<file path="src/hw/rtl/sdp_pkg.sv">
// ----------------------------------------------------------------------------
// sdp_pkg: shared types and constants for the stepper detent positioner
// Field widths, register map, reset values and the single-step helpers.
// ----------------------------------------------------------------------------
package sdp_pkg;

   // Width of the internal step counter
   localparam int POSITION_BITS = 12;
   // Fixed field widths of the request, response and register set
   localparam int PERIOD_W = 7;
   localparam int TARGET_W = 12;
   localparam int MASK_W   = 4;
   localparam int SLOT_W   = $clog2(MASK_W);
   localparam int ADDR_W   = 4;
   localparam int DATA_W   = 32;

   localparam logic [POSITION_BITS-1:0] POS_MAX = '1;

   // Register reset values
   localparam logic [PERIOD_W-1:0] STEP_PERIOD_RST  = 7'd35;
   localparam logic [TARGET_W-1:0] TARGET_ONE_RST   = 12'd2000;
   localparam logic [TARGET_W-1:0] TARGET_TWO_RST   = 12'd3000;
   localparam logic [TARGET_W-1:0] TARGET_THREE_RST = 12'd3500;

   // Register index, taken from paddr[3:2]
   typedef enum logic [1:0] {
      REG_STEP_PERIOD  = 2'd0,
      REG_TARGET_ONE   = 2'd1,
      REG_TARGET_TWO   = 2'd2,
      REG_TARGET_THREE = 2'd3
   } reg_index_type;

   // Request operation codes
   typedef enum logic {
      OP_TICK = 1'b0,
      OP_POST = 1'b1
   } op_type;

   typedef struct packed {
      logic [PERIOD_W-1:0] step_period;
      logic [TARGET_W-1:0] target_one;
      logic [TARGET_W-1:0] target_two;
      logic [TARGET_W-1:0] target_three;
   } cfg_type;

   typedef struct packed {
      logic              operation;
      logic [MASK_W-1:0] request_mask;
      logic              home_switch;
   } req_type;

   typedef struct packed {
      logic                step_toggle;
      logic                step_level;
      logic                direction;
      logic                enable_pulse;
      logic [TARGET_W-1:0] position;
      logic [MASK_W-1:0]   pending;
      logic                homing;
   } rsp_type;

   // Pipeline control from the top level to the core
   typedef struct packed {
      logic in_valid;
      logic advance;
   } ctrl_type;

   // Outcome of servicing one detent request
   typedef struct packed {
      logic [POSITION_BITS-1:0] position;
      logic                     moved;
      logic                     descend;
      logic                     arrived;
   } svc_type;

   // Saturate a register target to the step counter range
   function automatic logic [POSITION_BITS-1:0] clamp_target(
      input logic [TARGET_W-1:0] t
   );
      if (int'(t) > int'(POS_MAX)) begin
         return POS_MAX;
      end
      return POSITION_BITS'(t);
   endfunction

   // One unit of motion toward a target
   function automatic svc_type service_step(
      input logic [POSITION_BITS-1:0] pos,
      input logic [POSITION_BITS-1:0] target,
      input logic                     may_descend
   );
      svc_type r;
      r.position = pos;
      r.moved    = 1'b0;
      r.descend  = 1'b0;
      if (pos < target) begin
         r.moved    = 1'b1;
         r.position = pos + 1'b1;
      end else if (pos > target && may_descend) begin
         r.moved    = 1'b1;
         r.descend  = 1'b1;
         r.position = pos - 1'b1;
      end
      r.arrived = (r.position == target);
      return r;
   endfunction

endpackage

</file>
<file path="src/hw/rtl/sdp_if.sv">
// ----------------------------------------------------------------------------
// sdp_req_if / sdp_rsp_if: request and response channels
// Valid/ready channels carrying the positioner request and response fields.
// ----------------------------------------------------------------------------
interface sdp_req_if;
   logic                      valid;
   logic                      ready;
   logic                      operation;
   logic [sdp_pkg::MASK_W-1:0] request_mask;
   logic                      home_switch;

   modport source (output valid, operation, request_mask, home_switch, input ready);
   modport sink   (input valid, operation, request_mask, home_switch, output ready);
endinterface

interface sdp_rsp_if;
   logic                         valid;
   logic                         ready;
   logic                         step_toggle;
   logic                         step_level;
   logic                         direction;
   logic                         enable_pulse;
   logic [sdp_pkg::TARGET_W-1:0] position;
   logic [sdp_pkg::MASK_W-1:0]   pending;
   logic                         homing;

   modport source (output valid, step_toggle, step_level, direction, enable_pulse,
                   position, pending, homing, input ready);
   modport sink   (input valid, step_toggle, step_level, direction, enable_pulse,
                   position, pending, homing, output ready);
endinterface

</file>
<file path="src/hw/rtl/sdp_csr.sv">
// ----------------------------------------------------------------------------
// sdp_csr: configuration register file
// APB-style write/read of step period and the three detent targets.
// ----------------------------------------------------------------------------
module sdp_csr (
   input  logic                        clock,
   input  logic                        reset,
   input  logic                        psel,
   input  logic                        penable,
   input  logic                        pwrite,
   input  logic [sdp_pkg::ADDR_W-1:0]  paddr,
   input  logic [sdp_pkg::DATA_W-1:0]  pwdata,
   output logic [sdp_pkg::DATA_W-1:0]  prdata,
   output logic                        pready,
   output sdp_pkg::cfg_type            cfg
);

   sdp_pkg::cfg_type       cfg_ff, cfg_in;
   sdp_pkg::reg_index_type reg_index;
   logic                   wr_en;

   assign reg_index = sdp_pkg::reg_index_type'(paddr[3:2]);
   assign wr_en     = psel && penable && pwrite;
   assign pready    = 1'b1;

   // Write decode
   always_comb begin
      cfg_in = cfg_ff;
      if (wr_en) begin
         case (reg_index)
            sdp_pkg::REG_STEP_PERIOD:  cfg_in.step_period  = pwdata[sdp_pkg::PERIOD_W-1:0];
            sdp_pkg::REG_TARGET_ONE:   cfg_in.target_one   = pwdata[sdp_pkg::TARGET_W-1:0];
            sdp_pkg::REG_TARGET_TWO:   cfg_in.target_two   = pwdata[sdp_pkg::TARGET_W-1:0];
            sdp_pkg::REG_TARGET_THREE: cfg_in.target_three = pwdata[sdp_pkg::TARGET_W-1:0];
            default: cfg_in = cfg_ff;
         endcase
      end
   end

   always_ff @(posedge clock) begin
      if (reset) begin
         cfg_ff.step_period  <= sdp_pkg::STEP_PERIOD_RST;
         cfg_ff.target_one   <= sdp_pkg::TARGET_ONE_RST;
         cfg_ff.target_two   <= sdp_pkg::TARGET_TWO_RST;
         cfg_ff.target_three <= sdp_pkg::TARGET_THREE_RST;
      end else begin
         cfg_ff <= cfg_in;
      end
   end

   // Read mux
   always_comb begin
      case (reg_index)
         sdp_pkg::REG_STEP_PERIOD:  prdata = sdp_pkg::DATA_W'(cfg_ff.step_period);
         sdp_pkg::REG_TARGET_ONE:   prdata = sdp_pkg::DATA_W'(cfg_ff.target_one);
         sdp_pkg::REG_TARGET_TWO:   prdata = sdp_pkg::DATA_W'(cfg_ff.target_two);
         sdp_pkg::REG_TARGET_THREE: prdata = sdp_pkg::DATA_W'(cfg_ff.target_three);
         default: prdata = '0;
      endcase
   end

   assign cfg = cfg_ff;

endmodule

</file>
<file path="src/hw/rtl/sdp_core.sv">
// ----------------------------------------------------------------------------
// sdp_core: positioner state and step logic
// Prescaler, homing, ordered detent servicing and the response register.
// ----------------------------------------------------------------------------
module sdp_core (
   input  logic              clock,
   input  logic              reset,
   input  sdp_pkg::cfg_type  cfg,
   input  sdp_pkg::ctrl_type ctrl,
   input  sdp_pkg::req_type  req,
   output sdp_pkg::rsp_type  rsp
);

   logic [sdp_pkg::PERIOD_W-1:0]      prescale_ff, prescale_in;
   logic [sdp_pkg::POSITION_BITS-1:0] position_ff, position_in;
   logic [sdp_pkg::MASK_W-1:0]        pending_ff, pending_in;
   logic                              homing_ff, homing_in;
   logic                              dir_ff, dir_in;
   logic                              level_ff, level_in;
   sdp_pkg::rsp_type                  rsp_ff, rsp_in;
   logic                              process;

   assign process = ctrl.in_valid && ctrl.advance;

   // Next state for one request
   always_comb begin
      logic [sdp_pkg::PERIOD_W-1:0]      count_sum;
      logic                              fire;
      logic                              toggle;
      logic                              enabled;
      logic [sdp_pkg::POSITION_BITS-1:0] tgt [sdp_pkg::MASK_W];
      logic [sdp_pkg::SLOT_W-1:0]        slot;
      sdp_pkg::svc_type                  svc;

      prescale_in = prescale_ff;
      position_in = position_ff;
      pending_in  = pending_ff;
      homing_in   = homing_ff;
      dir_in      = dir_ff;
      level_in    = level_ff;
      toggle      = 1'b0;
      enabled     = 1'b0;
      fire        = 1'b0;
      svc         = '0;
      slot        = '0;
      count_sum   = prescale_ff + 1'b1;

      tgt[0] = '0;
      tgt[1] = sdp_pkg::clamp_target(cfg.target_one);
      tgt[2] = sdp_pkg::clamp_target(cfg.target_two);
      tgt[3] = sdp_pkg::clamp_target(cfg.target_three);

      if (req.operation == sdp_pkg::OP_POST) begin
         pending_in = pending_ff | req.request_mask;
      end else begin
         fire        = (count_sum >= cfg.step_period);
         prescale_in = fire ? '0 : count_sum;
      end

      // Homing: one step per fired tick until the switch closes
      if (fire && homing_ff) begin
         toggle = 1'b1;
         if (req.home_switch) begin
            homing_in = 1'b0;
            enabled   = 1'b1;
         end
      end

      // Detent requests in fixed order, the top detent only upward
      for (int k = 0; k < sdp_pkg::MASK_W; k++) begin
         slot = sdp_pkg::SLOT_W'(k);
         if (fire && !homing_in && pending_ff[slot]) begin
            svc = sdp_pkg::service_step(position_in, tgt[slot], k != sdp_pkg::MASK_W - 1);
            position_in = svc.position;
            if (svc.moved) begin
               toggle = ~toggle;
               dir_in = svc.descend;
            end
            if (svc.arrived) begin
               enabled          = 1'b1;
               pending_in[slot] = 1'b0;
            end
         end
      end

      level_in = level_ff ^ toggle;

      rsp_in.step_toggle  = toggle;
      rsp_in.step_level   = level_in;
      rsp_in.direction    = dir_in;
      rsp_in.enable_pulse = enabled;
      rsp_in.position     = sdp_pkg::TARGET_W'(position_in);
      rsp_in.pending      = pending_in;
      rsp_in.homing       = homing_in;
   end

   // State registers
   always_ff @(posedge clock) begin
      if (reset) begin
         prescale_ff <= '0;
         position_ff <= '0;
         pending_ff  <= '0;
         homing_ff   <= 1'b1;
         dir_ff      <= 1'b0;
         level_ff    <= 1'b0;
      end else if (process) begin
         prescale_ff <= prescale_in;
         position_ff <= position_in;
         pending_ff  <= pending_in;
         homing_ff   <= homing_in;
         dir_ff      <= dir_in;
         level_ff    <= level_in;
      end
   end

   // Response register
   always_ff @(posedge clock) begin
      if (process) begin
         rsp_ff <= rsp_in;
      end
   end

   assign rsp = rsp_ff;

endmodule

</file>
<file path="src/hw/rtl/stepper_detent_positioner.sv">
// ----------------------------------------------------------------------------
// stepper_detent_positioner: brake actuator stepper positioner
// Request register, core step logic and response register, plus APB registers.
// ----------------------------------------------------------------------------
//   channel   | direction | handshake            | content
//   ----------+-----------+----------------------+--------------------------------
//   req_if    | in        | valid/ready          | operation, request_mask, home_switch
//   rsp_if    | out       | valid/ready          | step and position status
//   psel..    | in/out    | APB, pready always 1 | step_period, three targets
//
// One request per clock while the response is not stalled; each request yields one
// response after acceptance, through the request register, then the response register.
// Reset is synchronous: both stages empty, registers back to reset values.
// A stalled response holds the response register; the request register still
// takes one more request, then ready drops until the response moves on.
// ----------------------------------------------------------------------------
module stepper_detent_positioner (
   input  logic                       clock,
   input  logic                       reset,
   sdp_req_if.sink                    req_if,
   sdp_rsp_if.source                  rsp_if,
   input  logic                       psel,
   input  logic                       penable,
   input  logic                       pwrite,
   input  logic [sdp_pkg::ADDR_W-1:0] paddr,
   input  logic [sdp_pkg::DATA_W-1:0] pwdata,
   output logic [sdp_pkg::DATA_W-1:0] prdata,
   output logic                       pready
);

   sdp_pkg::cfg_type  cfg;
   sdp_pkg::ctrl_type ctrl;
   sdp_pkg::req_type  req_ff;
   sdp_pkg::rsp_type  rsp;
   logic              in_valid_ff, in_valid_in;
   logic              out_valid_ff, out_valid_in;
   logic              advance;
   logic              req_accept;

   // Handshake
   assign advance      = !out_valid_ff || rsp_if.ready;
   assign req_if.ready = !in_valid_ff || advance;
   assign req_accept   = req_if.valid && req_if.ready;

   assign in_valid_in  = req_accept ? 1'b1 : (advance ? 1'b0 : in_valid_ff);
   assign out_valid_in = advance ? in_valid_ff : out_valid_ff;

   always_ff @(posedge clock) begin
      if (reset) begin
         in_valid_ff  <= 1'b0;
         out_valid_ff <= 1'b0;
      end else begin
         in_valid_ff  <= in_valid_in;
         out_valid_ff <= out_valid_in;
      end
   end

   // Request register
   always_ff @(posedge clock) begin
      if (req_accept) begin
         req_ff.operation    <= req_if.operation;
         req_ff.request_mask <= req_if.request_mask;
         req_ff.home_switch  <= req_if.home_switch;
      end
   end

   assign ctrl.in_valid = in_valid_ff;
   assign ctrl.advance  = advance;

   sdp_csr u_csr (
      .clock   (clock),
      .reset   (reset),
      .psel    (psel),
      .penable (penable),
      .pwrite  (pwrite),
      .paddr   (paddr),
      .pwdata  (pwdata),
      .prdata  (prdata),
      .pready  (pready),
      .cfg     (cfg)
   );

   sdp_core u_core (
      .clock (clock),
      .reset (reset),
      .cfg   (cfg),
      .ctrl  (ctrl),
      .req   (req_ff),
      .rsp   (rsp)
   );

   // Response outputs
   assign rsp_if.valid        = out_valid_ff;
   assign rsp_if.step_toggle  = rsp.step_toggle;
   assign rsp_if.step_level   = rsp.step_level;
   assign rsp_if.direction    = rsp.direction;
   assign rsp_if.enable_pulse = rsp.enable_pulse;
   assign rsp_if.position     = rsp.position;
   assign rsp_if.pending      = rsp.pending;
   assign rsp_if.homing       = rsp.homing;

endmodule

</file>
<file path="src/flat_wrapper.sv">
// flat-port wrapper written by rule: the top's interface ports become plain ports
module stepper_detent_positioner_flat 
  (clock, reset, psel, penable, pwrite, paddr, pwdata, prdata, pready, req_if_valid, req_if_operation, req_if_request_mask, req_if_home_switch, req_if_ready, rsp_if_valid, rsp_if_step_toggle, rsp_if_step_level, rsp_if_direction, rsp_if_enable_pulse, rsp_if_position, rsp_if_pending, rsp_if_homing, rsp_if_ready);
  sdp_req_if req_if_i ();
  sdp_rsp_if rsp_if_i ();
  input  logic clock;
  input  logic reset;
  input  logic psel;
  input  logic penable;
  input  logic pwrite;
  input  logic [sdp_pkg::ADDR_W-1:0] paddr;
  input  logic [sdp_pkg::DATA_W-1:0] pwdata;
  output logic [sdp_pkg::DATA_W-1:0] prdata;
  output logic pready;
  input wire logic [$bits(req_if_i.valid)-1:0] req_if_valid;
  input wire logic [$bits(req_if_i.operation)-1:0] req_if_operation;
  input wire logic [$bits(req_if_i.request_mask)-1:0] req_if_request_mask;
  input wire logic [$bits(req_if_i.home_switch)-1:0] req_if_home_switch;
  output wire logic [$bits(req_if_i.ready)-1:0] req_if_ready;
  output wire logic [$bits(rsp_if_i.valid)-1:0] rsp_if_valid;
  output wire logic [$bits(rsp_if_i.step_toggle)-1:0] rsp_if_step_toggle;
  output wire logic [$bits(rsp_if_i.step_level)-1:0] rsp_if_step_level;
  output wire logic [$bits(rsp_if_i.direction)-1:0] rsp_if_direction;
  output wire logic [$bits(rsp_if_i.enable_pulse)-1:0] rsp_if_enable_pulse;
  output wire logic [$bits(rsp_if_i.position)-1:0] rsp_if_position;
  output wire logic [$bits(rsp_if_i.pending)-1:0] rsp_if_pending;
  output wire logic [$bits(rsp_if_i.homing)-1:0] rsp_if_homing;
  input wire logic [$bits(rsp_if_i.ready)-1:0] rsp_if_ready;
  assign req_if_i.valid = req_if_valid;
  assign req_if_i.operation = req_if_operation;
  assign req_if_i.request_mask = req_if_request_mask;
  assign req_if_i.home_switch = req_if_home_switch;
  assign req_if_ready = req_if_i.ready;
  assign rsp_if_valid = rsp_if_i.valid;
  assign rsp_if_step_toggle = rsp_if_i.step_toggle;
  assign rsp_if_step_level = rsp_if_i.step_level;
  assign rsp_if_direction = rsp_if_i.direction;
  assign rsp_if_enable_pulse = rsp_if_i.enable_pulse;
  assign rsp_if_position = rsp_if_i.position;
  assign rsp_if_pending = rsp_if_i.pending;
  assign rsp_if_homing = rsp_if_i.homing;
  assign rsp_if_i.ready = rsp_if_ready;
  stepper_detent_positioner u_core (.clock(clock), .reset(reset), .req_if(req_if_i), .rsp_if(rsp_if_i), .psel(psel), .penable(penable), .pwrite(pwrite), .paddr(paddr), .pwdata(pwdata), .prdata(prdata), .pready(pready));
endmodule
</file>
<file path="config.mk">
export PLATFORM = sky130hd
export DESIGN_NAME = stepper_detent_positioner_flat
export DESIGN_NICKNAME = d
export VERILOG_FILES = /design/src/hw/rtl/sdp_pkg.sv /design/src/hw/rtl/sdp_if.sv /design/src/hw/rtl/sdp_csr.sv /design/src/hw/rtl/sdp_core.sv /design/src/hw/rtl/stepper_detent_positioner.sv /design/src/flat_wrapper.sv
export SDC_FILE = /design/constraint.sdc
export NUM_CORES = 1
export LEC_CHECK = 0
export BUFFER_PORTS_ARGS = -buffer_cell sky130_fd_sc_hd__buf_2
export CELL_PAD_IN_SITES_DETAIL_PLACEMENT = 1
export CELL_PAD_IN_SITES_GLOBAL_PLACEMENT = 1
export CORE_MARGIN = 5
export CORE_UTILIZATION = 45
export DETAILED_ROUTE_END_ITERATION = 10
export PLACE_DENSITY_LB_ADDON = 0.25
export REMOVE_ABC_BUFFERS = 1
export SLEW_MARGIN = 20
export SYNTH_ARGS = -nofsm -noshare
export SYNTH_HDL_FRONTEND = slang
export SYNTH_SLANG_ARGS = --single-unit
</file>
<file path="constraint.sdc">
create_clock -name clock -period 15.3 [get_ports clock]
set_input_delay 0.765 -clock clock [delete_from_list [all_inputs] [get_ports clock]]
set_output_delay 0.765 -clock clock [all_outputs]
set_load 0.02 [all_outputs]
</file>
; Word-level counts from Yosys, hierarchy flattened
; Index checks and enable logic that the tools add are counted.
[totals]
elab_cells = 137
reg_bits = 98
input_bits = 49
output_inout_bits = 56
[op_classes]
n_reduce_logical = 23
mux = 63
add_sub_neg = 8
eq_ne = 6
n_lt_le_gt_ge = 8
n_bitwise = 7
[op_table]
columns = cell, count
row1 = one-hot mux 32 bit (4 select lines), 1
row2 = 2-to-1 mux 13 bit, 8
row3 = 2-to-1 mux 14 bit, 5
row4 = adder 12 x 1 -> 12 bit (second input constant), 4
row5 = 2-to-1 mux 12 bit, 4
row6 = 2-to-1 mux 1 bit, 43
row7 = == test 12 bit, 3
row8 = less-than comparator 12 bit, 3
row9 = subtractor 12 x 1 -> 12 bit (second input constant), 3
row10 = greater-than comparator 12 bit, 2
row11 = greater-than comparator 12 x 1 -> 1 bit (second input constant), 1
row12 = zero test 12 bit, 1
row13 = less-than comparator 12 x 1 -> 1 bit (second input constant), 1
row14 = logical AND 1 bit, 10
row15 = AND reduction 2 bit, 5
row16 = adder 7 x 1 -> 7 bit (second input constant), 1
row17 = greater-or-equal comparator 7 bit, 1
row18 = 2-to-1 mux 7 bit, 1
row19 = inverter 1 bit, 5
row20 = == test 2 bit (second input constant), 2
row21 = 2-to-1 mux 4 bit, 1
row22 = OR 4 bit, 1
row23 = zero test 1 bit, 3
row24 = == test 2 x 1 -> 1 bit (second input constant), 1
row25 = other kinds (4), 5

; Depth between registers and ports, before layout
; Gate-level depths: netlist of the first run.
[depth]
ltp_word = 28
depth_mapped = 51
depth_no_buf = 50

; Cells and area by module
; From an unflattened synthesis of the first run, not the netlist that was laid out.
[unflattened]
cells_unflattened = 1026
hier_area_um2 = 8617.0
[modules_own_cells]
columns = module, n_inst, area_each_um2, cells_each, seq_area_each_um2
row1 = sdp_core, 1, 6102.1, 783, 1151.1
row2 = sdp_csr, 1, 2257.2, 228, 860.8
row3 = stepper_detent_positioner, 1, 257.7, 15, 220.2

; Worst setup path before layout of the first run
; Ideal clock, no wire load.
[synth_path]
path_kind = reg-to-reg
startpoint = register u_core.u_core.prescale_ff[0] (netlist name)
endpoint = register u_core.u_core.rsp_ff (netlist bit u_core.u_core.rsp[4]) (data pin)
required_ns = 15.045
path_slack_ns = 3.839
t_arrival_ns = 11.206
stages_incl_launch_ff = 50
setup_time_ns = 0.255
n_path_buf = 1
synth_period_minus_slack_ns = 11.461
path_cell_list = dfxtp_1 ha_1 and3_1 nand3_1 xnor2_1 ha_1 nand4_1 o311ai_2 clkbuf_1 nand2_1 a21oi_1 inv_1 ha_1 nand4_1 nor2_1 or4_1 nor2_1 o21ai_1 [14 not listed] xnor2_1 inv_1 ha_1 a21o_1 a21o_1 a21o_1 a21o_1 a21oi_1 nor2b_1 a2111oi_4 nand4_1 nor3_2 and2_1 a21oi_1 or4_1 a21o_1 a31o_1 o21ba_2
[synth_via]
elab_chain_len = 25
elab_cells_between_ends = 35
classes_between = add/sub: 6 / order compare: 6 / eq/ne: 1 / mux: 15 / reduce/logical: 7
[synth_lines]
columns = item, line
row1 = from (decl), sdp_core.sv:14  ; logic [sdp_pkg::PERIOD_W-1:0] prescale_ff, prescale_in;
row2 = from (signal assigned), sdp_core.sv:107  ; prescale_ff <= prescale_in;
row3 = adder 7 x 1 -> 7 bit *, sdp_core.sv:46  ; count_sum = prescale_ff + 1'b1;
row4 = greater-or-equal comparator 7 bit *, sdp_core.sv:56  ; fire = (count_sum >= cfg.step_period);
row5 = 2-to-1 mux 1 bit *, sdp_core.sv:53  ; if (req.operation == sdp_pkg::OP_POST) begin
row6 = logical AND 1 bit, sdp_core.sv:61  ; if (fire && homing_ff) begin
row7 = 2-to-1 mux 1 bit, sdp_core.sv:61
row8 = zero test 1 bit, sdp_core.sv:72  ; if (fire && !homing_in && pending_ff[slot]) begin
row9 = logical AND 1 bit *, sdp_core.sv:72
row10 = logical AND 1 bit, sdp_core.sv:72
row11 = [10 not listed], --
row12 = 2-to-1 mux 12 bit, sdp_core.sv:72
row13 = adder 12 x 1 -> 12 bit / less-than comparator 12 bit (equally long branches), "sdp_pkg.sv:98, sdp_pkg.sv:96"
row14 = 2-to-1 mux 13 bit, sdp_pkg.sv:96  ; if (pos < target) begin
row15 = 2-to-1 mux 13 bit, sdp_core.sv:72
row16 = == test 12 bit, sdp_pkg.sv:104  ; r.arrived = (r.position == target);
row17 = 2-to-1 mux 1 bit, sdp_core.sv:79  ; if (svc.arrived) begin
row18 = 2-to-1 mux 1 bit *, sdp_core.sv:72
row19 = "net u_core.u_core.pending_in, one bit", sdp_core.sv:16  ; logic [sdp_pkg::MASK_W-1:0] pending_ff, pending_in;
row20 = to (signal assigned), sdp_core.sv:119  ; rsp_ff <= rsp_in;
row21 = to (decl), sdp_core.sv:20  ; sdp_pkg::rsp_type rsp_ff, rsp_in;
; Mark *: on every way through the listed nets, which the timed path passes. The rest lies on a longest branch. The select of a mux whose other input is x is not followed.
; A chain may end at the register's enable or synchronous reset.

; Worst setup path in the final report of the first run
[layout_path]
startpoint = register u_core.u_core.position_ff[0] (netlist name)
endpoint = register u_core.u_core.rsp_ff (netlist bit u_core.u_core.rsp[4]) (data pin)
[layout_via]
elab_chain_len = 23
elab_cells_between_ends = 33
classes_between = add/sub: 7 / order compare: 7 / eq/ne: 1 / mux: 18
[layout_lines]
columns = item, line
row1 = from (decl), sdp_core.sv:15  ; logic [sdp_pkg::POSITION_BITS-1:0] position_ff, position_in;
row2 = from (signal assigned), sdp_core.sv:108  ; position_ff <= position_in;
row3 = subtractor 12 x 1 -> 12 bit / greater-than comparator 12 x 1 -> 1 bit (equally long branches), "sdp_pkg.sv:102, sdp_pkg.sv:99"
row4 = 2-to-1 mux 14 bit, sdp_pkg.sv:99  ; end else if (pos > target && may_descend) begin
row5 = 2-to-1 mux 14 bit, sdp_pkg.sv:96
row6 = 2-to-1 mux 14 bit, sdp_core.sv:72
row7 = 2-to-1 mux 13 bit, sdp_pkg.sv:96
row8 = 2-to-1 mux 13 bit, sdp_core.sv:72
row9 = 2-to-1 mux 12 bit *, sdp_core.sv:72
row10 = subtractor 12 x 1 -> 12 bit / greater-than comparator 12 bit (equally long branches), "sdp_pkg.sv:102, sdp_pkg.sv:99"
row11 = [8 not listed], --
row12 = 2-to-1 mux 12 bit *, sdp_core.sv:72
row13 = adder 12 x 1 -> 12 bit / less-than comparator 12 bit (equally long branches), "sdp_pkg.sv:98, sdp_pkg.sv:96"
row14 = 2-to-1 mux 13 bit *, sdp_pkg.sv:96
row15 = 2-to-1 mux 13 bit *, sdp_core.sv:72
row16 = == test 12 bit *, sdp_pkg.sv:104
row17 = 2-to-1 mux 1 bit *, sdp_core.sv:79
row18 = 2-to-1 mux 1 bit *, sdp_core.sv:72
row19 = "net u_core.u_core.pending_in, one bit", sdp_core.sv:16
; Marked as above.

==> results.md, run 1 <==
- The flow ran to the end, and the final reports show no timing, DRC or antenna violations.
- Summing all multi-input logic gate instances after layout gives 5562 µm².
- The critical path contains buffers and inverters numbering 5 combined.
- The later pin in the worst-skew pair is clocked with a latency of 0.37 ns.
- Counting the fill cells in the layout gives 2,247.
- The tree is rooted in a sky130_fd_sc_hd__clkbuf_16.
- The category of the critical setup timing path is flop to flop.
- After clock tree synthesis, the clock-pin slew on the worst setup and hold paths is 0.08 ns.
- The number of register bits inferred by synthesis is 98.
- The top cell family by delay on the critical path is compound AO/OA/AOI/OAI gates.
- The average vias per placed instance is 5.920.
- The number of standard-cell rows in the floorplan is 49.
- Sequential elements use 26.70% of the synthesized area.
- The maximum buffer depth of the clock tree is 2.
- The number of nets with antenna violations after detailed routing is 0.
- Data arrives at the worst endpoint at 14.53 ns.
- TritonCTS built the clock tree.
- Setup repair after global routing left no endpoint under its margin.
- The internal power summed over all cells is 0.4144 mW.
- The largest vdd supply drop is 0.00005968 V.
- The sum of negative setup slack is 0 ns.
- The number of hold buffers added after cts is 0.
- The transition at the pin with the smallest max-transition slack is 1.048 ns.
- The most critical setup path has its endpoint at u_core.u_core.rsp[4].
- The floorplan step set the die height to 146.3 µm.
- Summed over all layers, the global routing overflow is 0.
- The worst register-to-register path begins at u_core.u_core.position_ff[0].
- Data on the critical path is required at its endpoint by 15.42 ns.
- CTS saw 98 sinks.
- The storage element area is 2232 µm².
- The routability congestion estimate from global placement is 0.9326.
- Measured along the x axis, the die boundary spans 146.3 µm.
- For this design the top-level I/O count stands at 105.
- The clock period could shrink to 14.41 ns.
- After detailed routing, the average wire length per cell comes to 20.35 µm.
- The final route contains 7,554 vias.
- Across the run, the number of max-cap violations was 0.
- The die footprint is 21,400 µm².
- The post-CTS setup repair buffer count is 0.
- The tightest min-delay check is of the flop to flop type.
- The element type at the critical path end is a flop.
- For this run, design rule violations remaining after detail routing come to 0.
- The number of cells on the critical path is 48.
- The wire length of the first global-routing pass is 40,950 µm.
- The post-synthesis cell count is 1,006.
- The design draws 0.5882 mW.
- The mean instance size in the synthesized netlist is 8.309 µm².
- The first detailed-routing pass ran for 5 iterations.
- The biggest area contributor in the post-synthesis netlist is sky130_fd_sc_hd__dfxtp_1.
- The initial utilization of the core area, before any placement, comes to 46.06%.
- For this run, the post-layout net count is 1,141.
- The total count of hold-check failures in the final report is 0.
- The switching power summed over all nets is 0.1739 mW.
- The H-tree generated during clock tree synthesis spans 3 levels.
- Static timing analysis puts the maximum clock frequency at 0.06939 GHz.
- The max-slew violation total from the final report is 0.
- Per report_power, the clock group accounts for 40.4% of the total.
- Of all nets on the critical path, the largest fanout is 12.
- Among the stages of the critical path, the cell type that occurs most often is sky130_fd_sc_hd__a21o_1.
- The synthesis-to-layout area growth is 7.858%.
- For this design, the slowest cell found on the critical path is sky130_fd_sc_hd__a221oi_1.
- The repair_antennas step left the layout with diodes totalling 0.
- The commonest cells after synthesis are sky130_fd_sc_hd__nand2_1 (111), sky130_fd_sc_hd__xnor2_1 (91), sky130_fd_sc_hd__nor2_1 (79).
- The routed wire length is 25,970 µm.
- The type of origin of the critical path is a flop.
- The ratio of total power to cell area is 65.24 nW/µm².
- The number of warnings issued by yosys is 0.
- The cell area after synthesis is 8359 µm².
- The endpoint identified for the worst register-to-register timing path is u_core.u_core.rsp[4].
- Tracing the worst setup path back leads to its startpoint at u_core.u_core.position_ff[0].
- In this run, the number of DRC markers left after iteration 0 of detailed routing was 531.
- Headroom to the max-slew limit came out at 29.49%.
- The relative contribution of sequential cells to total power is 47.3%.
- The number of failing setup endpoints in the final timing report is 0.
- After legalization and detailed placement, the total HPWL measured 20,230 µm.
- Summed over all cells, the static leakage comes to 3.689 nW.
- Global routing consumed, over all layers together, 23.83% of the routing resources.
- The core box area is 18,150 µm².
- The pin count of the biggest net entering global routing is 72.
- The internal reg-to-reg setup slack is 0.89 ns.
- In this run, post-CTS repair resized a total of 0 instances.
- The share of async-settable or async-resettable flops after synthesis is 0%.
- Of the available clock period, the critical path in the final layout requires 94.19%.
- The number of enable-type register cells in the synthesized netlist is 27.
- After synthesis, the cell types taking the most area are sky130_fd_sc_hd__dfxtp_1 (17%), sky130_fd_sc_hd__edfxtp_1 (9.7%), sky130_fd_sc_hd__xnor2_1 (9.5%).
- For this run, the slowest stage of the critical path takes 0.68 ns.
- Combinational logic burns 12.3% of the power.
- The dominant cell by count in the synthesized netlist is sky130_fd_sc_hd__nand2_1.
- The initial antenna violation count is 0.
- The clock skew after layout is 0.01002 ns.
- The worst register-to-register path has a depth of 48.
- The switching share of power is 29.56%.
- The via count of the first global-routing pass was 7,596.
- The share of Yosys cell area claimed by the top area cell type is 17.00%.
- The number of clock buffers inserted by TritonCTS is 9.
- Counting distinct cell types in the post-synthesis netlist gives 92.
- In the final layout, the share of cells above drive strength 1 is 14.04%.
- The count of buffers inserted at the top-level ports is 61.
- The most frequently used flop master after synthesis is sky130_fd_sc_hd__dfxtp_1.
[worst min-delay path by stage]
stage,startpoint,to,cells past startpoint
2_1_floorplan,u_core.u_core.dir_ff,u_core.u_core.dir_ff,2
3_3_place_gp,u_core.u_core.prescale_ff[6],u_core.u_core.prescale_ff[6],2
3_5_place_dp,u_core.u_core.prescale_ff[6],u_core.u_core.prescale_ff[6],2
4_1_cts,u_core.u_core.prescale_ff[6],u_core.u_core.prescale_ff[6],2
5_1_grt,u_core.u_core.prescale_ff[6],u_core.u_core.prescale_ff[6],2
6_report,u_core.u_csr.cfg[6],u_core.u_csr.cfg[6],2
[final cells by class]
| class | count | area share [%] |
|---|---|---|
| Clock buffer | 9 | 2.498 |
| Clock inverter | 7 | 0.8743 |
| Inverter | 73 | 3.039 |
| Multi-Input combinational cell | 792 | 61.68 |
| Sequential cell | 98 | 24.76 |
| Tap cell | 229 | 3.178 |
| Timing Repair Buffer | 68 | 3.969 |
[placed cells by master, fill, tap and decap left out, types with 6 or more instances in the layout]
| cell | instances |
|---|---|
| sky130_fd_sc_hd__o211ai_1 | 9 |
| sky130_fd_sc_hd__and2_1 | 7 |
| sky130_fd_sc_hd__o21a_1 | 6 |
| sky130_fd_sc_hd__nor2b_1 | 7 |
| sky130_fd_sc_hd__a211oi_1 | 6 |
| sky130_fd_sc_hd__dfxtp_1 | 71 |
| sky130_fd_sc_hd__a21oi_1 | 69 |
| sky130_fd_sc_hd__o21ai_0 | 24 |
| sky130_fd_sc_hd__inv_1 | 69 |
| sky130_fd_sc_hd__clkbuf_16 | 9 |
| sky130_fd_sc_hd__a31oi_1 | 8 |
| sky130_fd_sc_hd__xnor2_1 | 91 |
| sky130_fd_sc_hd__nand3b_1 | 8 |
| sky130_fd_sc_hd__nor2_1 | 79 |
| sky130_fd_sc_hd__a211o_1 | 18 |
| sky130_fd_sc_hd__buf_4 | 7 |
| sky130_fd_sc_hd__buf_2 | 61 |
| sky130_fd_sc_hd__edfxtp_1 | 27 |
| sky130_fd_sc_hd__conb_1 | 21 |
| sky130_fd_sc_hd__xor2_1 | 9 |
| sky130_fd_sc_hd__nor4_1 | 13 |
| sky130_fd_sc_hd__nand2b_1 | 6 |
| sky130_fd_sc_hd__or4_1 | 6 |
| sky130_fd_sc_hd__nor3_1 | 35 |
| sky130_fd_sc_hd__nand2_1 | 111 |
| sky130_fd_sc_hd__a21o_1 | 9 |
| sky130_fd_sc_hd__nand3_1 | 36 |
| sky130_fd_sc_hd__ha_1 | 50 |
| sky130_fd_sc_hd__nand4_1 | 15 |
| sky130_fd_sc_hd__mux2i_1 | 16 |
| sky130_fd_sc_hd__or3_1 | 13 |
| sky130_fd_sc_hd__o31ai_1 | 6 |
| sky130_fd_sc_hd__mux4_2 | 7 |
| sky130_fd_sc_hd__and3_1 | 8 |
[cell families (layout without fill, tap and decap cells)]
group	after synthesis	after routing	synth area share, %
AO/OA/AOI/OAI	211	211	18.28
XOR/XNOR	108	108	12.39
adder cells (fa/ha/maj)	50	50	7.484
buffers and inverters	135	157	7.618
flip-flops	98	98	26.70
multiplexers	24	24	3.936
other	2	21	0.08984
AND/OR/NAND/NOR	378	378	23.50
[state kept, by name, indices dropped and copies added, names as in the netlist]
register and count:
u_core.u_csr.cfg 43, u_core.u_core.dir_ff 1, u_core.u_core.position_ff 12, u_core.u_core.pending_ff 4
u_core.req_ff 6, u_core.in_valid_ff 1, u_core.u_core.prescale_ff 7, u_core.rsp_if.valid 1
u_core.u_core.rsp 21, u_core.u_core.homing_ff 1, u_core.u_core.level_ff 1
[tightest hold or removal path: stages (launching register included)]
cell                      delay, ns
sky130_fd_sc_hd__dfxtp_1       0.33
sky130_fd_sc_hd__nand2_1       0.06
sky130_fd_sc_hd__a21oi_1       0.05
[layer usage]
metal / global-route usage [%] / share of wire (%)
met1: 30.57 / 45
met2: 40.80 / 48
met3: 3.719 / 4.5
met4: 8.278 / 3.0
met5: 0 / 0
[per-stage QoR]
stage	cell area (µm²)	util, %	hold WS (ns)	instances	worst slack, ns
after detailed placement	8712	48.01	0.4697	1260	1.265
after CTS	9016	49.68	0.4821	1276	1.153
final	9016	49.68	0.4808	1276	0.8889
after global placement	8712	48.01	0.4538	1260	1.253
after global routing	9016	49.68	0.5022	1276	0.1153
after floorplan	8068	-	0.4295	963	3.785
[power by group through the flow]
| stage | combinational, mW | sequential (mW) | clock, mW |
|---|---|---|---|
| 2_1_floorplan | 0.0437 | 0.286 | 0 |
| 3_3_place_gp | 0.0706 | 0.284 | 0 |
| 3_5_place_dp | 0.0720 | 0.284 | 0 |
| 4_1_cts | 0.0726 | 0.278 | 0.242 |
| 5_1_grt | 0.0794 | 0.279 | 0.251 |
| 6_report | 0.0724 | 0.278 | 0.238 |
(Power assumes the default switching activity.)
==> run 2, diff against run 1 <==
==> constraint.sdc (replaced) <==
create_clock -name clock -period 15.3 [get_ports clock]
set_input_delay 4.59 -clock clock [delete_from_list [all_inputs] [get_ports clock]]
set_output_delay 4.59 -clock clock [all_outputs]
set_load 0.02 [all_outputs]
==> run 2 against run 1 <==
Global-route usage grew 0.19 points. Utilization about the same. Maximum frequency shrank 1.1%. Critical path type unchanged. Clock power shrank 2%. Sequential share of layout area about the same. Design area hardly changed. Final cell count stayed put. First-iteration DRC count is 0.56% lower. Flip-flop and latch count unchanged. Clock skew shrank 0.00071 ns.
==> results.md, run 2 (synthesis results as in run 1) <==
- The clock period minus final worst setup slack is 14.57 ns.
- The residual overflow from global routing is 0.
- After detailed routing, the number of vias per cell comes to 5.912.
- The number of diodes is 0.
- The ratio of total power to cell area is 64.67 nW/µm².
- Of the available clock period, the critical path in the final layout requires 95.26%.
- The number of standard-cell rows in the floorplan is 49.
- The buffering stage count on the worst path with inverters included is 5.
- The number of DRC violations after detailed routing is 0.
- The detailed-router iteration count before antenna repair is 5.
- Summing all flip-flop and latch instances after layout gives 2232 µm².
- The worst setup path is launched from a flop.
- In this run, the clock network consumes 40.0% of the power.
- The root buffer cell chosen for the clock tree is sky130_fd_sc_hd__clkbuf_16.
- Across all register-to-register paths, the minimum setup slack is 0.73 ns.
- The switching power summed over all nets is 0.1691 mW.
- The post-CTS setup repair buffer count is 0.
- Summing over every cut layer, the via total after detailed routing is 7,544.
- Once detailed placement completed, the half-perimeter wirelength came to 20,170 µm.
- The wire length of the first global-routing pass is 41,660 µm.
- The number of flip-flops in the largest register is 43.
- The end point of the critical path is u_core.u_core.rsp[4].
- On the critical path, the stage with the largest delay is an instance of sky130_fd_sc_hd__or4_1.
- At the end of routability-driven placement, the weighted congestion stood at 0.9289.
- The count of buffers inserted at the top-level ports is 61.
- Summed over all layers, the routed wires come to 25,940 µm.
- The via count of the first global-routing pass is 7,745.
- The max-slew violation total from the final report is 0.
- Summed over all failing endpoints, the final setup total negative slack is 0 ns.
- At the worst endpoint, the arrival time is 14.69 ns.
- The switching share of power is 28.98%.
- The delay of the slowest cell on the worst path is 0.65 ns.
- The area growth from synthesis to layout is 7.963%.
- Combinational cells account for 12.4% of the total power.
- The overall die width is 146.3 µm.
- After the last flow step, the layout net total stands at 1,141.
- The number of H-tree levels is 3.
- The transition at the pin with the smallest max-transition slack is 0.9935 ns.
- IR analysis of the VDD net gives a maximum drop of 0.00006035 V.
- The proportion of layout cells with a drive suffix above 1 is 14.14%.
- The critical path's most frequent cell is sky130_fd_sc_hd__a21o_1.
- The die footprint is 21,400 µm².
- The number of hold buffers added after cts is 0.
- Once the clock tree was built, the resizer swapped 0 gates to a different size.
- The number of cells on the critical path is 48.
- In the final layout, the multi-input gates occupy 5568 µm².
- The internal power summed over all cells is 0.4145 mW.
- The critical path in this run is classified as flop to flop.
- In this run the remaining antenna-violating nets after routing total 0.
- The endpoint required time on the critical path is 15.41 ns.
- After clock tree synthesis, the clock-pin slew on the worst setup and hold paths is 0.08 ns.
- The flow ran to the end, and the final reports show no timing, DRC or antenna violations.
- The analysis attributes to cell leakage a power of 3.694 nW.
- Sequential cells burn 47.6% of the power.
- During I/O placement, the number of pins put on the boundary was 105.
- After detailed placement, the design holds a cell count of 1,260.
- The cell family contributing the most delay on the critical path is simple AND/OR/NAND/NOR gates.
- The die outline height is 146.3 µm.
- In this run the critical register-to-register path is launched from u_core.u_core.position_ff[0].
- The fill cell total of the finished layout is 2,246.
- TritonCTS built the clock tree.
- The leading cell type in the layout, fill and taps excluded is sky130_fd_sc_hd__nand2_1.
- The routed length per instance is 20.33 µm.
- The number of clock buffers added by TritonCTS is 9.
- In this run, the number of DRC markers left after iteration 0 of detailed routing was 528.
- The core box area is 18,150 µm².
- Global routing used 24.01% of the available tracks.
- The clock passes through at most 2 buffers.
- The worst min-delay path category is flop to flop.
- The initial antenna violation count is 0.
- Setup violations remaining at the end of the flow were counted as 0.
- The clock reaches the later pin of the worst-skew pair after 0.36 ns.
- In this run the worst path has a maximum fanout of 12.
- The worst slew margin relative to its limit is 33.16%.
- The total count of hold-check failures in the final report is 0.
- Setup repair after global routing left no endpoint under its margin.
- In this run the critical register-to-register path is captured at u_core.u_core.rsp[4].
- The worst-case reg-to-reg path depth is 48.
- Derived from the worst setup path, the maximum achievable clock frequency is 0.06861 GHz.
- Across the run, the number of max-cap violations was 0.
- The launch point of the critical path is u_core.u_core.position_ff[0].
- Entering global routing, the biggest net connects 72 pins.
- The clock skew after layout is 0.009310 ns.
- In the layout the commonest cells are sky130_fd_sc_hd__nand2_1 (111), sky130_fd_sc_hd__xnor2_1 (91), sky130_fd_sc_hd__nor2_1 (79), sky130_fd_sc_hd__dfxtp_1 (71).
- The element type at the critical path end is a flop.
- The number of clock sinks is 98.
- The initial utilization of the core area, before any placement, comes to 46.06%.
- The final cell utilization of the core is 49.73%.
- Leaving out filler cells and counting taps, the final layout contains 1,276.
-- run 2: changes by cell type in the layout (fill, tap and decap cells not counted) --
cell                       previous run  this run
sky130_fd_sc_hd__clkinv_4             1         2
sky130_fd_sc_hd__inv_8                1         2
sky130_fd_sc_hd__a221oi_1             4         3
sky130_fd_sc_hd__a221oi_2             0         1
sky130_fd_sc_hd__inv_6                3         1
-- run 2: how the worst min path moves through the flow --
stage | slack, ns | start | depth (start not counted) | endpoint
final | 0.47 | u_core.u_core.prescale_ff[6] | 2 | u_core.u_core.prescale_ff[6]
after global routing | 0.50 | u_core.u_core.prescale_ff[6] | 2 | u_core.u_core.prescale_ff[6]
after CTS | 0.47 | u_core.u_core.prescale_ff[6] | 2 | u_core.u_core.prescale_ff[6]
after detailed placement | 0.46 | u_core.u_core.prescale_ff[6] | 2 | u_core.u_core.prescale_ff[6]
after global placement | 0.45 | u_core.u_core.prescale_ff[6] | 2 | u_core.u_core.prescale_ff[6]
after floorplan | 0.43 | u_core.u_core.dir_ff | 2 | u_core.u_core.dir_ff
-- run 2: layout make-up --
| cell class | count | share of cell area [%] |
|---|---|---|
| Multi-Input combinational cell | 792 | 61.69 |
| Sequential cell | 98 | 24.73 |
| Clock inverter | 7 | 0.9012 |
| Inverter | 73 | 3.036 |
| Clock buffer | 9 | 2.495 |
| Timing Repair Buffer | 68 | 3.965 |
| Tap cell | 229 | 3.175 |
-- run 2: metrics by stage --
step                setup WS (ns)  cell area (µm²)  power (mW)  hold WS, ns
floorplan                   3.785             8068      0.3293       0.4295
global placement            1.139             8712      0.3542       0.4545
detailed placement         0.8876             8712      0.3559       0.4613
CTS                        0.7633             9019      0.5892       0.4726
global route               0.2213             9025      0.6084       0.4991
finish                     0.7256             9025      0.5837       0.4687
-- run 2: layer usage --
| layer | wire length (µm) | up-vias | track usage [%] |
|---|---|---|---|
| met5 | 0 | - | 0 |
| met4 | 971 | 0 | 9.078 |
| met2 | 12270 | 188 | 40.31 |
| met3 | 1139 | 49 | 3.564 |
| met1 | 11560 | 3696 | 31.29 |
| li1 | - | 3611 | - |
-- run 2: worst min-delay path, delay by kind of cell, from the launching register on --
| family | cells | cell delay (ns) |
|---|---|---|
| compound gates | 1 | 0.05 |
| flops | 1 | 0.32 |
| simple gates | 1 | 0.06 |
-- run 2: power by group through the flow --
stage | logic [mW] | registers, mW | clock network, mW
3_3_place_gp | 0.0705 | 0.284 | 0
4_1_cts | 0.0729 | 0.278 | 0.238
6_report | 0.0725 | 0.278 | 0.233
5_1_grt | 0.0795 | 0.279 | 0.250
3_5_place_dp | 0.0720 | 0.284 | 0
2_1_floorplan | 0.0437 | 0.286 | 0
==> run 3, diff against run 2 <==
--- a/config.mk
+++ b/config.mk
@@ -5,11 +5,12 @@
 export SDC_FILE = /design/constraint.sdc
 export NUM_CORES = 1
 export LEC_CHECK = 0
+export ABC_AREA = 1
 export BUFFER_PORTS_ARGS = -buffer_cell sky130_fd_sc_hd__buf_2
 export CELL_PAD_IN_SITES_DETAIL_PLACEMENT = 1
 export CELL_PAD_IN_SITES_GLOBAL_PLACEMENT = 1
 export CORE_MARGIN = 5
-export CORE_UTILIZATION = 45
+export CORE_UTILIZATION = 42
 export DETAILED_ROUTE_END_ITERATION = 10
 export PLACE_DENSITY_LB_ADDON = 0.25
 export REMOVE_ABC_BUFFERS = 1
==> run 3 against run 2 <==
Count of clock-buffer cells in the layout did not move. Flip-flop and latch count did not move. Final cell count is 25% higher. Largest power group unchanged. Power increased by 17%. Maximum frequency up 27%. Global-route usage up 1.5 points. Routed wire length is 9.2% higher.
==> results.md, run 3 <==
- In this run, post-CTS hold repair placed 0 buffers.
- Of the total synthesized cell area, the portion taken by AND, OR, NAND and NOR gates is 37.19%.
- The cell area after synthesis is 8414 µm².
- Counting along the longest clock path gives a buffer depth of 2.
- In this run the worst setup path begins at u_core.u_core.prescale_ff[0].
- The startpoint of the worst-slack reg-to-reg timing path is u_core.u_core.prescale_ff[0].
- The sequential area share after synthesis is 26.53%.
- The worst-case IR drop observed on VDD is 0.00005509 V.
- The clock period minus final worst setup slack is 11.46 ns.
- Entering global routing, the biggest net connects 51 pins.
- The category of the critical setup timing path is flop to flop.
- The fmax is 0.08729 GHz.
- Once the floorplan was initialized, standard cells occupied 42.95% of the core.
- The most frequently used flop master after synthesis is sky130_fd_sc_hd__dfxtp_1.
- The number of register bits inferred by synthesis is 98.
- The compound-gate portion of the synthesized area is 15.39%.
- The count of buffers inserted at the top-level ports is 61.
- The number of enable-type register cells in the synthesized netlist is 27.
- The path with the worst hold slack has its endpoint at u_core.u_csr.cfg[38].
- The number of DRC violations after detailed routing is 0.
- Hold timing on the final database bottoms out at a slack of 0.4892 ns.
- The most common cell in the synthesized netlist is sky130_fd_sc_hd__nand2_1.
- The via count is 8,630.
- The source of the worst hold timing path is u_core.u_csr.cfg[38].
- Counting cells, the worst reg-to-reg path comes to 66.
- The buffer type at the clock tree root is sky130_fd_sc_hd__clkbuf_16.
- For this block, the routed nets add up to 28,320 µm of wire.
- The worst slew margin relative to its limit is 26.68%.
- After layout, the design draws a total of 0.6856 mW.
- Of all nets on the critical path, the largest fanout is 27.
- The total count of hold-check failures in the final report is 0.
- The I/O pin total is 105.
- The worst setup path is captured at a flop.
- The delay of the slowest cell on the worst path is 0.63 ns.
- For the final routed database, the setup TNS stands at 0 ns.
- The core box area is 19,590 µm².
- The type of origin of the critical path is a flop.
- The count of nets left with antenna violations once routing finished came out at 0.
- The number of failing setup endpoints in the final timing report is 0.
- After clock tree synthesis, the repair step resized 0 gates.
- The via count of the first global-routing pass is 8,613.
- After synthesis, the largest family of logic cells by area is simple AND/OR/NAND/NOR gates.
- The largest individual stage delay along the critical path comes from the cell sky130_fd_sc_hd__a211oi_1.
- Setup repair after global routing left no endpoint under its margin.
- Power spread over the standard cell area amounts to 74.79 nW/µm².
- At the end of the flow, the number of nets in the layout was 1,420.
- The clock drives 98 sinks.
- The transition at the pin with the smallest max-transition slack is 1.088 ns.
- At the placement stage, the worst setup path has a slack of 4.061 ns.
- The floorplan step set the die height to 151.5 µm.
- The leading cell type in the layout, fill and taps excluded is sky130_fd_sc_hd__nand2_1.
- In the final layout, the share of cells above drive strength 1 is 15.54%.
- The clock latency on the worst-skew pair is 0.37 ns.
- In this run the critical register-to-register path is captured at u_core.u_core.rsp[4].
- For this run the aggregate overflow at the end of global routing stands at 0.
- The worst path meets setup with 3.844 ns of slack.
- In the global route stage, overall resource usage came out at 25.47%.
- The clock tree from TritonCTS is done.
- The average vias per placed instance is 5.424.
- In the synthesized netlist, mux cells make up 0% of the area.
- The die covers 22,960 µm².
- Max-cap violations in this run came to 0.
- The number of clock buffers inserted by TritonCTS is 9.
- The number of buffers and inverters on the critical path is 4.
- After clock tree synthesis, the clock-pin slew on the worst setup and hold paths is 0.08 ns.
- 0 antenna diodes ended up in the layout.
- The critical path's most frequent cell is sky130_fd_sc_hd__nand2_1.
- Once detailed placement completed, the half-perimeter wirelength came to 22,320 µm.
- The overall die width is 151.5 µm.
- At the end of routability-driven placement, the weighted congestion stood at 0.9001.
- For this run, the number of Yosys warnings is 0.
- Across all register-to-register paths, the minimum setup slack is 3.84 ns.
- The worst min-delay path category is flop to flop.
- For this run, asynchronously set or reset flops after synthesis account for 0%.
- The clock skew after layout is 0.01006 ns.
- By count the netlist is led by sky130_fd_sc_hd__nand2_1 (346), sky130_fd_sc_hd__inv_1 (137), sky130_fd_sc_hd__nand3_1 (102).
- The synthesis-to-layout area growth is 8.937%.
- The synthesized design devotes to its leading area cell type 16.89% of total area.
- Ranked by total cell area, the synthesized netlist is headed by sky130_fd_sc_hd__dfxtp_1 (17%), sky130_fd_sc_hd__nand2_1 (15%), sky130_fd_sc_hd__edfxtp_1 (9.6%).
- The routed length per instance is 17.80 µm.
- The max-slew violation total from the final report is 0.
- Synthesis produced 1,271 cells.
- The number of flip-flops in the largest register is 43.
- The first global-routing pass estimated 45,470 µm of wire.
- The number of cells on the critical path is 66.
- The first detailed-routing pass ran for 5 iterations.
- The largest area contributor in the synthesized netlist is sky130_fd_sc_hd__dfxtp_1.
- The worst hold path passes through 2 cells.
- The number of H-tree levels is 3.
- For the worst setup path, the data required time is 15.42 ns.
- The run finished with clean final reports.
- After clock tree synthesis, the setup repair step added 0 buffers.
- The number of standard-cell rows in the floorplan is 51.
- The fraction of the mapped netlist area in adder cells is 7.435%.
- After the first detailed-routing iteration, the DRC count stood at 484.
- The top cell family by delay on the critical path is simple AND/OR/NAND/NOR gates.
- The initial antenna violation count is 0.
- The final critical-path share of the clock period is 74.88%.
- The mean instance size in the synthesized netlist is 6.620 µm².
- In this run the static leakage power is 4.534 nW.
- The post-synthesis xor/xnor area fraction is 2.914%.
- The arrival time reported for the critical path endpoint is 11.58 ns.
- The netlist uses 54 different library cells.
- Leaving out fill and tap cells, the most frequent cells in the layout are sky130_fd_sc_hd__nand2_1 (346), sky130_fd_sc_hd__inv_1 (137), sky130_fd_sc_hd__nand3_1 (102), sky130_fd_sc_hd__nor2_1 (94), sky130_fd_sc_hd__o21ai_0 (74).
run 3: worst register-to-register path, delay by kind of cell (launching register included):
kind	cells	cell delay (ns)
fa+ha+maj	5	1.48
compound gates	9	2.26
flops	1	0.40
xor+xnor	2	0.33
buf+inv	4	0.61
simple gates	46	6.12
run 3: layer usage:
layer  wire, µm  vias up  track usage, %
met5          0        -               0
met4        996        0           9.434
met3       1090       38           2.915
met1      13210     4173           33.68
met2      13020      183           42.81
li1           -     4236               -
run 3: final cells by class:
cell class	count	area, µm²
Multi-Input combinational cell	986	5376
Clock buffer	9	225.2
Timing Repair Buffer	68	357.8
Clock inverter	7	45.04
Sequential cell	98	2232
Tap cell	265	331.6
Inverter	158	598.1
Fill cell	2662	10420
run 3: logic make-up (layout without fill, tap and decap cells):
logic type      Yosys count  count (layout)
simple gates            672             672
compound gates          215             215
buf+inv                 206             242
flops                    98              98
fa+ha+maj                50              50
xor+xnor                 28              28
other cells               2              21
run 3: where the power goes:
part           total, mW  internal [mW]  switching (mW)
registers          0.285          0.277         0.00742
clock network      0.224          0.110           0.114
logic              0.177         0.0513           0.125
run 3: worst max-delay path by stage:
stage	end	slack [ns]
after floorplan	prdata[1]	5.23
final	u_core.u_core.rsp[4]	3.84
after detailed placement	u_core.u_core.rsp[4]	4.06
after CTS	u_core.u_core.rsp[4]	4.04
after global placement	u_core.u_core.rsp[4]	4.24
after global routing	u_core.u_core.rsp[4]	2.79
run 3: per-stage QoR:
stage | instances | area [µm²] | util, %
floorplan | 1242 | 8204 | -
global placement | 1575 | 8894 | 45.40
detailed placement | 1575 | 8896 | 45.41
CTS | 1591 | 9166 | 46.79
global route | 1591 | 9166 | 46.79
finish | 1591 | 9166 | 46.79
